File: config.mk
export PLATFORM = sky130hd
export DESIGN_NAME = record_field_deframer_core
export DESIGN_NICKNAME = d
export VERILOG_FILES = /design/src/rtl/rfd_pkg.sv /design/src/rtl/record_field_deframer_core.sv
export SDC_FILE = /design/constraint.sdc
export NUM_CORES = 1
export LEC_CHECK = 0
export BUFFER_PORTS_ARGS = -buffer_cell sky130_fd_sc_hd__buf_2
export CAP_MARGIN = 15
export CORE_ASPECT_RATIO = 0.7
export CORE_MARGIN = 2
export CORE_UTILIZATION = 60
export CTS_BUF_LIST = sky130_fd_sc_hd__clkbuf_4
export DETAILED_ROUTE_END_ITERATION = 10
export GPL_TIMING_DRIVEN = 0
export PLACE_DENSITY = 0.8
export SYNTH_ARGS = -nofsm -noshare
export SYNTH_HDL_FRONTEND = slang
export SYNTH_SLANG_ARGS = --single-unit
File: constraint.sdc
create_clock -name clock -period 7 [get_ports clock]
set_input_delay 0.7 -clock clock [delete_from_list [all_inputs] [get_ports clock]]
set_output_delay 0.7 -clock clock [all_outputs]
set_load 0.01 [all_outputs]
File: src/rtl/rfd_pkg.sv
// Shared types and constants for the record field deframer.
package rfd_pkg;

   localparam int unsigned MAX_SLOTS = 8;
   localparam int unsigned SLOT_W = (MAX_SLOTS > 1) ? $clog2(MAX_SLOTS) : 1;
   localparam int unsigned COUNT_W = 4;
   localparam int unsigned WIDTHS_W = 16;
   localparam int unsigned CSR_DATA_W = 16;
   localparam int unsigned CSR_INDEX_W = 2;
   localparam logic [63:0] DROP_MARKER = 64'h0000_0000_FFFF_FFFF;

   typedef enum logic [CSR_INDEX_W-1:0] {
      CSR_FIELD_COUNT  = 2'd0,
      CSR_FIELD_WIDTHS = 2'd1,
      CSR_CHECK_ENABLE = 2'd2
   } csr_index_type;

   typedef enum logic [1:0] {
      WIDTH_2B    = 2'd0,
      WIDTH_4B    = 2'd1,
      WIDTH_8B    = 2'd2,
      WIDTH_FLOAT = 2'd3
   } width_code_type;

endpackage

File: src/rtl/record_field_deframer_core.sv
// Top level of the record field deframer: byte stream to little-endian record fields.
//
// Bytes enter on the req_ channel, one per transaction. Each record has a
// configured number of field slots (csr index 0), each 2, 4 or 8 bytes wide
// (csr index 1, two bits per slot) and an optional sequence check on the
// last slot (csr index 2). Completed fields leave on the rsp_ channel with
// their slot number; a field equal to 0xFFFFFFFF is dropped and its slot
// restarts. The last slot of a record sets rsp_record_done and, with the
// check enabled, rsp_sequence_error on a mismatch with a counter that starts
// at 1 and advances once per checked record.
// Throughput is one byte per cycle unless the receiver stalls. A byte that completes
// a field gives its transaction on rsp_ in the cycle after acceptance; the field
// logic and the result register form a single stage.
// Reset (synchronous, active high) clears the field state, the counter (to 1)
// and the registers (count 1, widths 0, check off).
// When the receiver stalls with a result held, the result register holds and
// req_ready stays low until that result is taken. csr_ is always ready.
module record_field_deframer_core (
   input  logic                              clock,
   input  logic                              reset,
   input  logic                              req_valid,
   output logic                              req_ready,
   input  logic [7:0]                        req_data_byte,
   output logic                              rsp_valid,
   input  logic                              rsp_ready,
   output logic [rfd_pkg::SLOT_W-1:0]        rsp_slot_number,
   output logic [63:0]                       rsp_field_value,
   output logic                              rsp_record_done,
   output logic                              rsp_sequence_error,
   input  logic                              csr_valid,
   output logic                              csr_ready,
   input  logic [rfd_pkg::CSR_INDEX_W-1:0]   csr_index,
   input  logic [rfd_pkg::CSR_DATA_W-1:0]    csr_data
);

   logic [rfd_pkg::COUNT_W-1:0]  field_count_ff;
   logic [rfd_pkg::WIDTHS_W-1:0] field_widths_ff;
   logic                         check_enable_ff;

   logic [63:0]                  acc_ff, acc_in;
   logic [2:0]                   bytes_ff, bytes_in;
   logic [rfd_pkg::SLOT_W-1:0]   slot_ff, slot_in;
   logic [63:0]                  expected_ff, expected_in;

   logic                         rsp_valid_ff;
   logic [rfd_pkg::SLOT_W-1:0]   rsp_slot_ff;
   logic [63:0]                  rsp_value_ff;
   logic                         rsp_done_ff;
   logic                         rsp_err_ff;

   logic                         req_accept;
   logic                         rsp_load;
   rfd_pkg::width_code_type      width_code;
   logic [3:0]                   width_bytes;
   logic [63:0]                  width_mask;
   logic [63:0]                  acc_merged;
   logic [63:0]                  value;
   logic                         complete;
   logic                         drop;
   logic [rfd_pkg::COUNT_W-1:0]  eff_count;
   logic                         done;
   logic                         err;

   assign req_ready  = !rsp_valid_ff || rsp_ready;
   assign req_accept = req_valid && req_ready;
   assign csr_ready  = 1'b1;

   always_comb begin
      width_code = rfd_pkg::width_code_type'(field_widths_ff[{slot_ff, 1'b0} +: 2]);
      case (width_code)
         rfd_pkg::WIDTH_2B: begin
            width_bytes = 4'd2;
            width_mask  = 64'h0000_0000_0000_FFFF;
         end
         rfd_pkg::WIDTH_8B: begin
            width_bytes = 4'd8;
            width_mask  = '1;
         end
         default: begin
            width_bytes = 4'd4;
            width_mask  = 64'h0000_0000_FFFF_FFFF;
         end
      endcase

      if (field_count_ff == '0) begin
         eff_count = rfd_pkg::COUNT_W'(1);
      end else if (field_count_ff > rfd_pkg::COUNT_W'(rfd_pkg::MAX_SLOTS)) begin
         eff_count = rfd_pkg::COUNT_W'(rfd_pkg::MAX_SLOTS);
      end else begin
         eff_count = field_count_ff;
      end

      acc_merged = acc_ff | ({56'd0, req_data_byte} << {bytes_ff, 3'b000});
      value      = acc_merged & width_mask;
      complete   = ({1'b0, bytes_ff} + 4'd1) >= width_bytes;
      drop       = value == rfd_pkg::DROP_MARKER;
      done       = (rfd_pkg::COUNT_W'(slot_ff) + rfd_pkg::COUNT_W'(1)) >= eff_count;
      err        = check_enable_ff && done && (value != expected_ff);
      rsp_load   = req_accept && complete && !drop;

      acc_in      = acc_ff;
      bytes_in    = bytes_ff;
      slot_in     = slot_ff;
      expected_in = expected_ff;
      if (req_accept) begin
         if (complete) begin
            acc_in   = '0;
            bytes_in = '0;
            if (!drop) begin
               slot_in = done ? '0 : slot_ff + rfd_pkg::SLOT_W'(1);
               if (done && check_enable_ff) begin
                  expected_in = expected_ff + 64'd1;
               end
            end
         end else begin
            acc_in   = acc_merged;
            bytes_in = bytes_ff + 3'd1;
         end
      end
   end

   always_ff @(posedge clock) begin
      if (reset) begin
         field_count_ff  <= rfd_pkg::COUNT_W'(1);
         field_widths_ff <= '0;
         check_enable_ff <= 1'b0;
         acc_ff          <= '0;
         bytes_ff        <= '0;
         slot_ff         <= '0;
         expected_ff     <= 64'd1;
         rsp_valid_ff    <= 1'b0;
      end else begin
         if (csr_valid && csr_ready) begin
            case (rfd_pkg::csr_index_type'(csr_index))
               rfd_pkg::CSR_FIELD_COUNT:  field_count_ff  <= csr_data[rfd_pkg::COUNT_W-1:0];
               rfd_pkg::CSR_FIELD_WIDTHS: field_widths_ff <= csr_data[rfd_pkg::WIDTHS_W-1:0];
               rfd_pkg::CSR_CHECK_ENABLE: check_enable_ff <= csr_data[0];
               default: ;
            endcase
         end
         acc_ff      <= acc_in;
         bytes_ff    <= bytes_in;
         slot_ff     <= slot_in;
         expected_ff <= expected_in;
         if (rsp_load) begin
            rsp_valid_ff <= 1'b1;
         end else if (rsp_ready) begin
            rsp_valid_ff <= 1'b0;
         end
      end
   end

   always_ff @(posedge clock) begin
      if (rsp_load) begin
         rsp_slot_ff  <= slot_ff;
         rsp_value_ff <= value;
         rsp_done_ff  <= done;
         rsp_err_ff   <= err;
      end
   end

   assign rsp_valid          = rsp_valid_ff;
   assign rsp_slot_number    = rsp_slot_ff;
   assign rsp_field_value    = rsp_value_ff;
   assign rsp_record_done    = rsp_done_ff;
   assign rsp_sequence_error = rsp_err_ff;

   a_err_needs_done: assert property (@(posedge clock) disable iff (reset)
      rsp_valid && rsp_sequence_error |-> rsp_record_done)
      else $error("sequence error without record end");

   a_slot_wraps: assert property (@(posedge clock) disable iff (reset)
      rsp_load && done |=> slot_ff == '0)
      else $error("slot did not return to zero after record end");

   a_field_clears: assert property (@(posedge clock) disable iff (reset)
      req_accept && complete |=> bytes_ff == '0 && acc_ff == '0)
      else $error("field state not cleared after completion");

   a_no_overwrite: assert property (@(posedge clock) disable iff (reset)
      rsp_valid_ff && !rsp_ready |-> !rsp_load)
      else $error("held result overwritten");

endmodule

==> results of run 1 <==
## worst min path at each step
stage | cells past startpoint | start | slack, ps | to
detailed placement | 0 | slot_ff[2] | 420 | rsp_slot_number[2]
finish | 3 | csr_data[4] | 270 | field_widths_ff[4]
global route | 2 | csr_data[0] | 260 | field_count_ff[0]
floorplan | 0 | slot_ff[2] | 410 | rsp_slot_number[2]
global placement | 0 | slot_ff[2] | 410 | rsp_slot_number[2]
CTS | 3 | csr_data[13] | 260 | field_widths_ff[13]
## cell families (layout without fill, tap and decap cells)
family | Yosys count | after routing | synth area share (%)
adder cells (fa/ha/maj) | 10 | 10 | 1.07
flip-flops | 225 | 225 | 44.6
AND/OR/NAND/NOR | 576 | 576 | 25.6
XOR/XNOR | 65 | 65 | 4.89
multiplexers | 19 | 19 | 2.24
buffers and inverters | 148 | 343 | 5.17
AO/OA/AOI/OAI | 314 | 314 | 16.4
other | 1 | 1 | 0.0322
## layer usage
layer	up-vias	global-route usage, %	wire, µm
met5	-	0	0
met4	0	13.7	1470
li1	5290	-	-
met1	5524	55.4	16100
met3	143	15.9	6800
met2	902	53.7	15500
## worst max-delay path: cells and delay by family (launching register included)
family | cells | cell delay (ps)
AOI/OAI and AO/OA | 2 | 480
adders and majority gates | 1 | 210
buffers and inverters | 8 | 2940
DFF | 1 | 430
muxes | 2 | 870
and+or+nand+nor | 5 | 870
## final cells by class
cell class                      count  share of cell area (%)
Tap cell                          264                    2.51
Buffer                            107                    3.41
Timing Repair Buffer               96                    3.66
Clock inverter                     16                   0.476
Clock buffer                       83                    4.74
Sequential cell                   225                    39.5
Inverter                           41                    1.19
Multi-Input combinational cell    985                    44.5
## registers in the layout (all words and copies together), names as in the netlist
signal / cells
bytes_ff: 3
rsp_sequence_error: 1
slot_ff: 3
check_enable_ff: 1
rsp_field_value: 64
rsp_valid: 1
rsp_record_done: 1
expected_ff: 64
field_count_ff: 4
field_widths_ff: 16
rsp_slot_number: 3
acc_ff: 64
## synthesized netlist by cell type, drive strengths merged, types with 5 or more instances
cell,n
and2,8
inv,38
ha,10
o22ai,9
edfxtp,69
nor4,39
nor4b,6
nand4,26
and4,7
xor2,28
o21ai,21
xnor2,37
nor2,193
a21oi,167
nor4bb,13
mux2,10
a211oi,5
nor2b,19
or4,12
and4b,6
buf,32
clkbuf,75
a41oi,6
nand3b,8
nand4b,8
or3,13
a31oi,34
nand2b,8
nor3,69
nand3,32
nand2,81
mux2i,5
o31ai,16
and3,18
dfxtp,156
o32ai,10
a21o,6
## through the flow
stage	instance area [µm²]	total power, W	setup WS [ps]	TNS [ps]
after floorplan	11600	0.00174	1640	0
after global placement	12500	0.00192	-332	-21800
after detailed placement	12500	0.00192	923	0
after CTS	13100	0.00297	875	0
after global routing	13100	0.00310	441	0
final	13100	0.00300	727	0
## report_power, final
group	leakage [nW]	switching, W	internal [W]	total [W]
Sequential	1.92	0.0000260	0.00142	0.00145
Clock	0.414	0.000548	0.000540	0.00109
Combinational	2.36	0.000343	0.000117	0.000460
Total	4.69	0.000917	0.00208	0.00300
==> metrics.txt, run 1 <==
clk sinks ~230; Pleak approximately 4.7 nW; Layout Skew slightly above 80 ps; share of layout cells above drive strength 1 14.7%; Synth async-reset ratio 0%; Max-Cap Viols 0; power density cells around 230 nW/µm²; Total Nets Final approximately 1.6k; critical path, cell by cell buf_6 -> mux4_2 -> mux2_4 -> clkinv_1 -> nand2_1 -> clkinv_1 -> clkbuf_1 -> clkbuf_1 -> ha_1 -> nand2_1 -> nand2_1 -> a21o_1 -> a21o_1 -> nand2_1 -> clkbuf_1 -> or2_1 -> buf_6 -> inv_4; Syn Std Cell Area ~12,000 µm²; Die X between 150 and 200 µm; routability congestion estimate between 0.9 and 1; maximum VDD drop around 0.15 mV; per-cell routed wire length 21.9 µm; Seq cells post-synth roughly 230; final period utilization roughly 90%; most frequent cells in the layout 192 x nor2_1, 167 x a21oi_1, 156 x dfxtp_1; Synth Instances 1,358; total grt overflow 0; initial antenna violation count 1; DP Wirelength ~29,000 µm; IO Pins 103; Slew Limit Fails 0; port bufs between 90 and 100; RSZ-0062 raised after global routing no; Worst Setup EP rsp_field_value[1]; antenna-violating nets left 0; Critical Path Most Common Cell nand2_1; Max Clk Rate approximately 0.16 GHz; pin count of the biggest net entering global routing just over 70; R2R Path Start slot_ff[0]; # resized after CTS 0; Die Span Y 121 µm; Slew HR roughly 29%; Area Growth Syn to Fin 12.9%; # diodes 0; Critical Path Start Type register; Finish-stage setup viols 0; Slowest cell on crit path inv_4; Clk Latency, worst-skew pair between 700 and 800 ps; ranking of synthesized cells by area dfxtp_1 27%, edfxtp_1 18%, a21oi_1 7.2%; Hold Crit Class in2reg; Tot GR Track Use 39.2%; First-pass DRT Iterations 6; reg2reg end rsp_field_value[1]; Post-Syn Area per Cell between 8 and 9 µm²; largest area contributor in the netlist dfxtp_1; Distinct cells, synth 78; Setup crit end kind register; crit-path max FO slightly above 70; Yosys top cell area share 26.8%; FF/Latch Area 5190 µm²; cts bufs inserted 54; worst path required time just over 7000 ps; final hold vios 0; worst reg-to-reg setup slack 730 ps; Iteration-0 DRC Markers between 1.5k and 2k; fillers around 1.6k; placed cells approximately 1.7k; Seq/Total Area, Yosys roughly 45%; Worst path max stage delay approximately 670 ps; final wirelength about 40,000 µm; number of synthesized flops with an enable pin between 60 and 70; vias in the first global route ~11k; Post-route DRC 0; critical path class reg2reg; Clock H-tree levels 2; warnings from Yosys 0; Hold Slack 266 ps; Non-Filler Instances between 1.5k and 2k; clk root buf clkbuf_4; post-synth net total around 1.4k; setup bufs post-CTS 0; end-of-flow core utilization a little under 70%; critical path arrival approximately 6500 ps; Rows between 40 and 50; Setup crit start slot_ff[0]; min Tclk post-route about 6300 ps; Primary FF master, synth dfxtp_1; hold-fix buffers at CTS 0; CTS clk-pin slew, worst paths roughly 80 ps; via count roughly 12k; multi-input logic area 5850 µm²; CTS tree done; status completed; Core ar. roughly 19,000 µm²; Via density 6.53; first-pass GRT wire length just over 60,000 µm; Worst R2R Path Depth 18; initial core utilization 61.4%; maximum clock path buffer count 3; worst-margin pin slew between 1000 and 1500 ps; Die Footprint ~21,000 µm²; most common cell after layout, fill and taps aside nor2_1
No activity file was read; power rests on OpenSTA's default activity.
==> run 2: changes to the inputs <==
==> config.mk (replaced) <==
export PLATFORM = sky130hd
export DESIGN_NAME = record_field_deframer_core
export DESIGN_NICKNAME = d
export VERILOG_FILES = /design/src/rtl/rfd_pkg.sv /design/src/rtl/record_field_deframer_core.sv
export SDC_FILE = /design/constraint.sdc
export NUM_CORES = 1
export LEC_CHECK = 0
export CAP_MARGIN = 15
export CORE_ASPECT_RATIO = 0.7
export CORE_MARGIN = 2
export CORE_UTILIZATION = 30
export CTS_BUF_LIST = sky130_fd_sc_hd__clkbuf_8
export DETAILED_ROUTE_END_ITERATION = 10
export DONT_BUFFER_PORTS = 1
export GPL_TIMING_DRIVEN = 0
export SYNTH_ARGS = -nofsm -noshare
export SYNTH_HDL_FRONTEND = slang
export SYNTH_SLANG_ARGS = --single-unit
==> metrics.txt, run 2 (synthesized netlist as in run 1, its figures left out) <==
status completed; clock network power share 38.2% (+1.9 points); initial antenna violation count 0 (-1); Clk Latency, worst-skew pair 570 ps (-140 ps); crit-path max FO 39 (-45%); setup bufs post-CTS 0 (unchanged); share of layout cells above drive strength 1 6.86% (-7.9 points); Setup crit end kind register; Total Nets Final 1,440 (-7.2%); Worst Hold Launch csr_data[10]; routability congestion estimate 0.960 (-3.2%); maximum VDD drop 0.102 mV (-34%); clk root buf clkbuf_8; # diodes 0 (unchanged); DP Wirelength 32,700 µm (+13%); worst reg-to-reg setup slack 740 ps (about the same); Critical Path Start Type register; most frequent cells in the layout 192 x nor2_1, 167 x a21oi_1, 156 x dfxtp_1; Place WS 885 ps (-38.2 ps); Max Clk Rate 0.160 GHz (+0.13%); Rows 60 (+43%); Iteration-0 DRC Markers 1,479 (-18%); Die X 239 µm (+40%); cts bufs inserted 38 (-30%); critical path arrival 6490 ps (-40 ps); Hold Crit Class in2reg; # resized after CTS 0 (unchanged); Worst Slack Setup Final 735 ps (+7.95 ps); Power Internal 0.00212 W (+1.9%); port bufs 0 (-100%); Max-Cap Viols 0 (unchanged); final hold vios 0 (unchanged); critical path class reg2reg; First-pass DRT Iterations 5 (-1); Tot GR Track Use 21.5% (-18 points); most common cell after layout, fill and taps aside nor2_1; per-cell routed wire length 22.7 µm (+3.3%); via count 11.3k (-4.8%); Clock H-tree levels 2 (unchanged); Post-route DRC 0 (unchanged); Die Footprint 40,400 µm² (+97%); Core ar. 38,400 µm² (+100%); antenna-violating nets left 0 (unchanged); hold-fix buffers at CTS 0 (unchanged); Die Span Y 169 µm (+40%); Area Growth Syn to Fin 12.2%; Via density 5.77 (-12%); CTS tree done; pin count of the biggest net entering global routing 40 (-44%); Seq pwr share 48.5% (+0.2 points); Hold Slack 273 ps (+7.32 ps); power density cells 234 nW/µm² (+2.8%); worst-margin pin slew 1010 ps (-52.3 ps); maximum clock path buffer count 3 (unchanged); Sw Ratio 30.8% (+0.17 points); IO Pins 103 (unchanged); Setup crit start slot_ff[0]; first-pass GRT wire length 66,000 µm (+7.2%); Slew HR 32.5% (+3.5 points); combinational fraction of design power 13.3% (-2.1 points); Switch Pwr 0.000942 W (+2.8%); clk sinks 225 (unchanged); final period utilization 89.5% (-0.11 points); RSZ-0062 raised after global routing no; min Tclk post-route 6260 ps (-7.95 ps); Pleak 4.34 nW (-7.5%); vias in the first global route 10.4k (-6.0%); total grt overflow 0 (unchanged); CTS clk-pin slew, worst paths 70 ps (about the same); final wirelength 44,300 µm (+11%); Layout Skew 26.0 ps (-55.6 ps); worst path required time 7230 ps (-30 ps); Finish-stage setup viols 0 (unchanged); Slew Limit Fails 0 (unchanged); R2R Path Start slot_ff[0]; initial core utilization 30.4% (-31 points)
run 2: cell count changes in the layout (fill, tap and decap cells not counted):
cell | previous run | this run
clkbuf_8 | 0 | 47
inv_1 | 36 | 53
buf_2 | 109 | 13
clkinv_2 | 2 | 3
clkinv_1 | 16 | 6
inv_2 | 2 | 1
buf_12 | 0 | 1
clkbuf_4 | 83 | 0
run 2: through the flow:
step / area [µm²] / instances / utilization, % / setup TNS, ps / total power [W]
CTS: 13100 / 1956 / 34.1 / 0 / 0.00307
floorplan: 11600 / 1358 / - / 0 / 0.00174
global placement: 12300 / 1885 / 32.1 / -44370 / 0.00190
global route: 13100 / 1956 / 34.1 / 0 / 0.00318
finish: 13100 / 1956 / 34.1 / 0 / 0.00306
detailed placement: 12300 / 1886 / 32.1 / 0 / 0.00191
run 2: metal layers:
layer,GRT usage (%),part of all wire [%]
met5,0,0
met4,5.46,2.5
met3,7.13,13
met2,30.2,41
met1,31.3,44
run 2: final cells by class:
cell class | instances | area [µm²]
fill | 4063 | 25300
clock buffer | 47 | 647
inverter | 41 | 156
tap | 527 | 659
clock inverter | 23 | 90.1
sequential | 225 | 5190
multi-input combinational | 985 | 5850
timing repair buffer | 1 | 20.0
buffer | 107 | 448
run 2: worst paths after layout:
| kind | cells past startpoint | to |
|---|---|---|
| setup / recovery | 18 | rsp_field_value[33] |
| hold / removal | 2 | field_widths_ff[10] |
| setup reg to reg | 18 | rsp_field_value[33] |
| hold reg to reg | 2 | field_widths_ff[2] |
run 2: power groups by stage:
stage | Clock (W) | Sequential, W | Combinational, W
after floorplan | 0 | 0.00150 | 0.000245
after global placement | 0 | 0.00152 | 0.000381
after detailed placement | 0 | 0.00151 | 0.000393
after CTS | 0.00119 | 0.00149 | 0.000394
after global routing | 0.00125 | 0.00149 | 0.000437
final | 0.00117 | 0.00148 | 0.000408
run 2: critical path, cell delays in order (launching register included):
cell	delay, ps
dfxtp_1	430
buf_6	180
mux4_2	560
mux2i_2	690
nand2_1	410
clkinv_1	310
clkbuf_1	430
clkbuf_1	510
ha_1	200
nand2_1	50
nand2_1	90
a21o_1	110
a21o_1	340
nand2_1	120
clkbuf_1	310
or2_1	350
buf_6	160
inv_4	330
buf_12	280
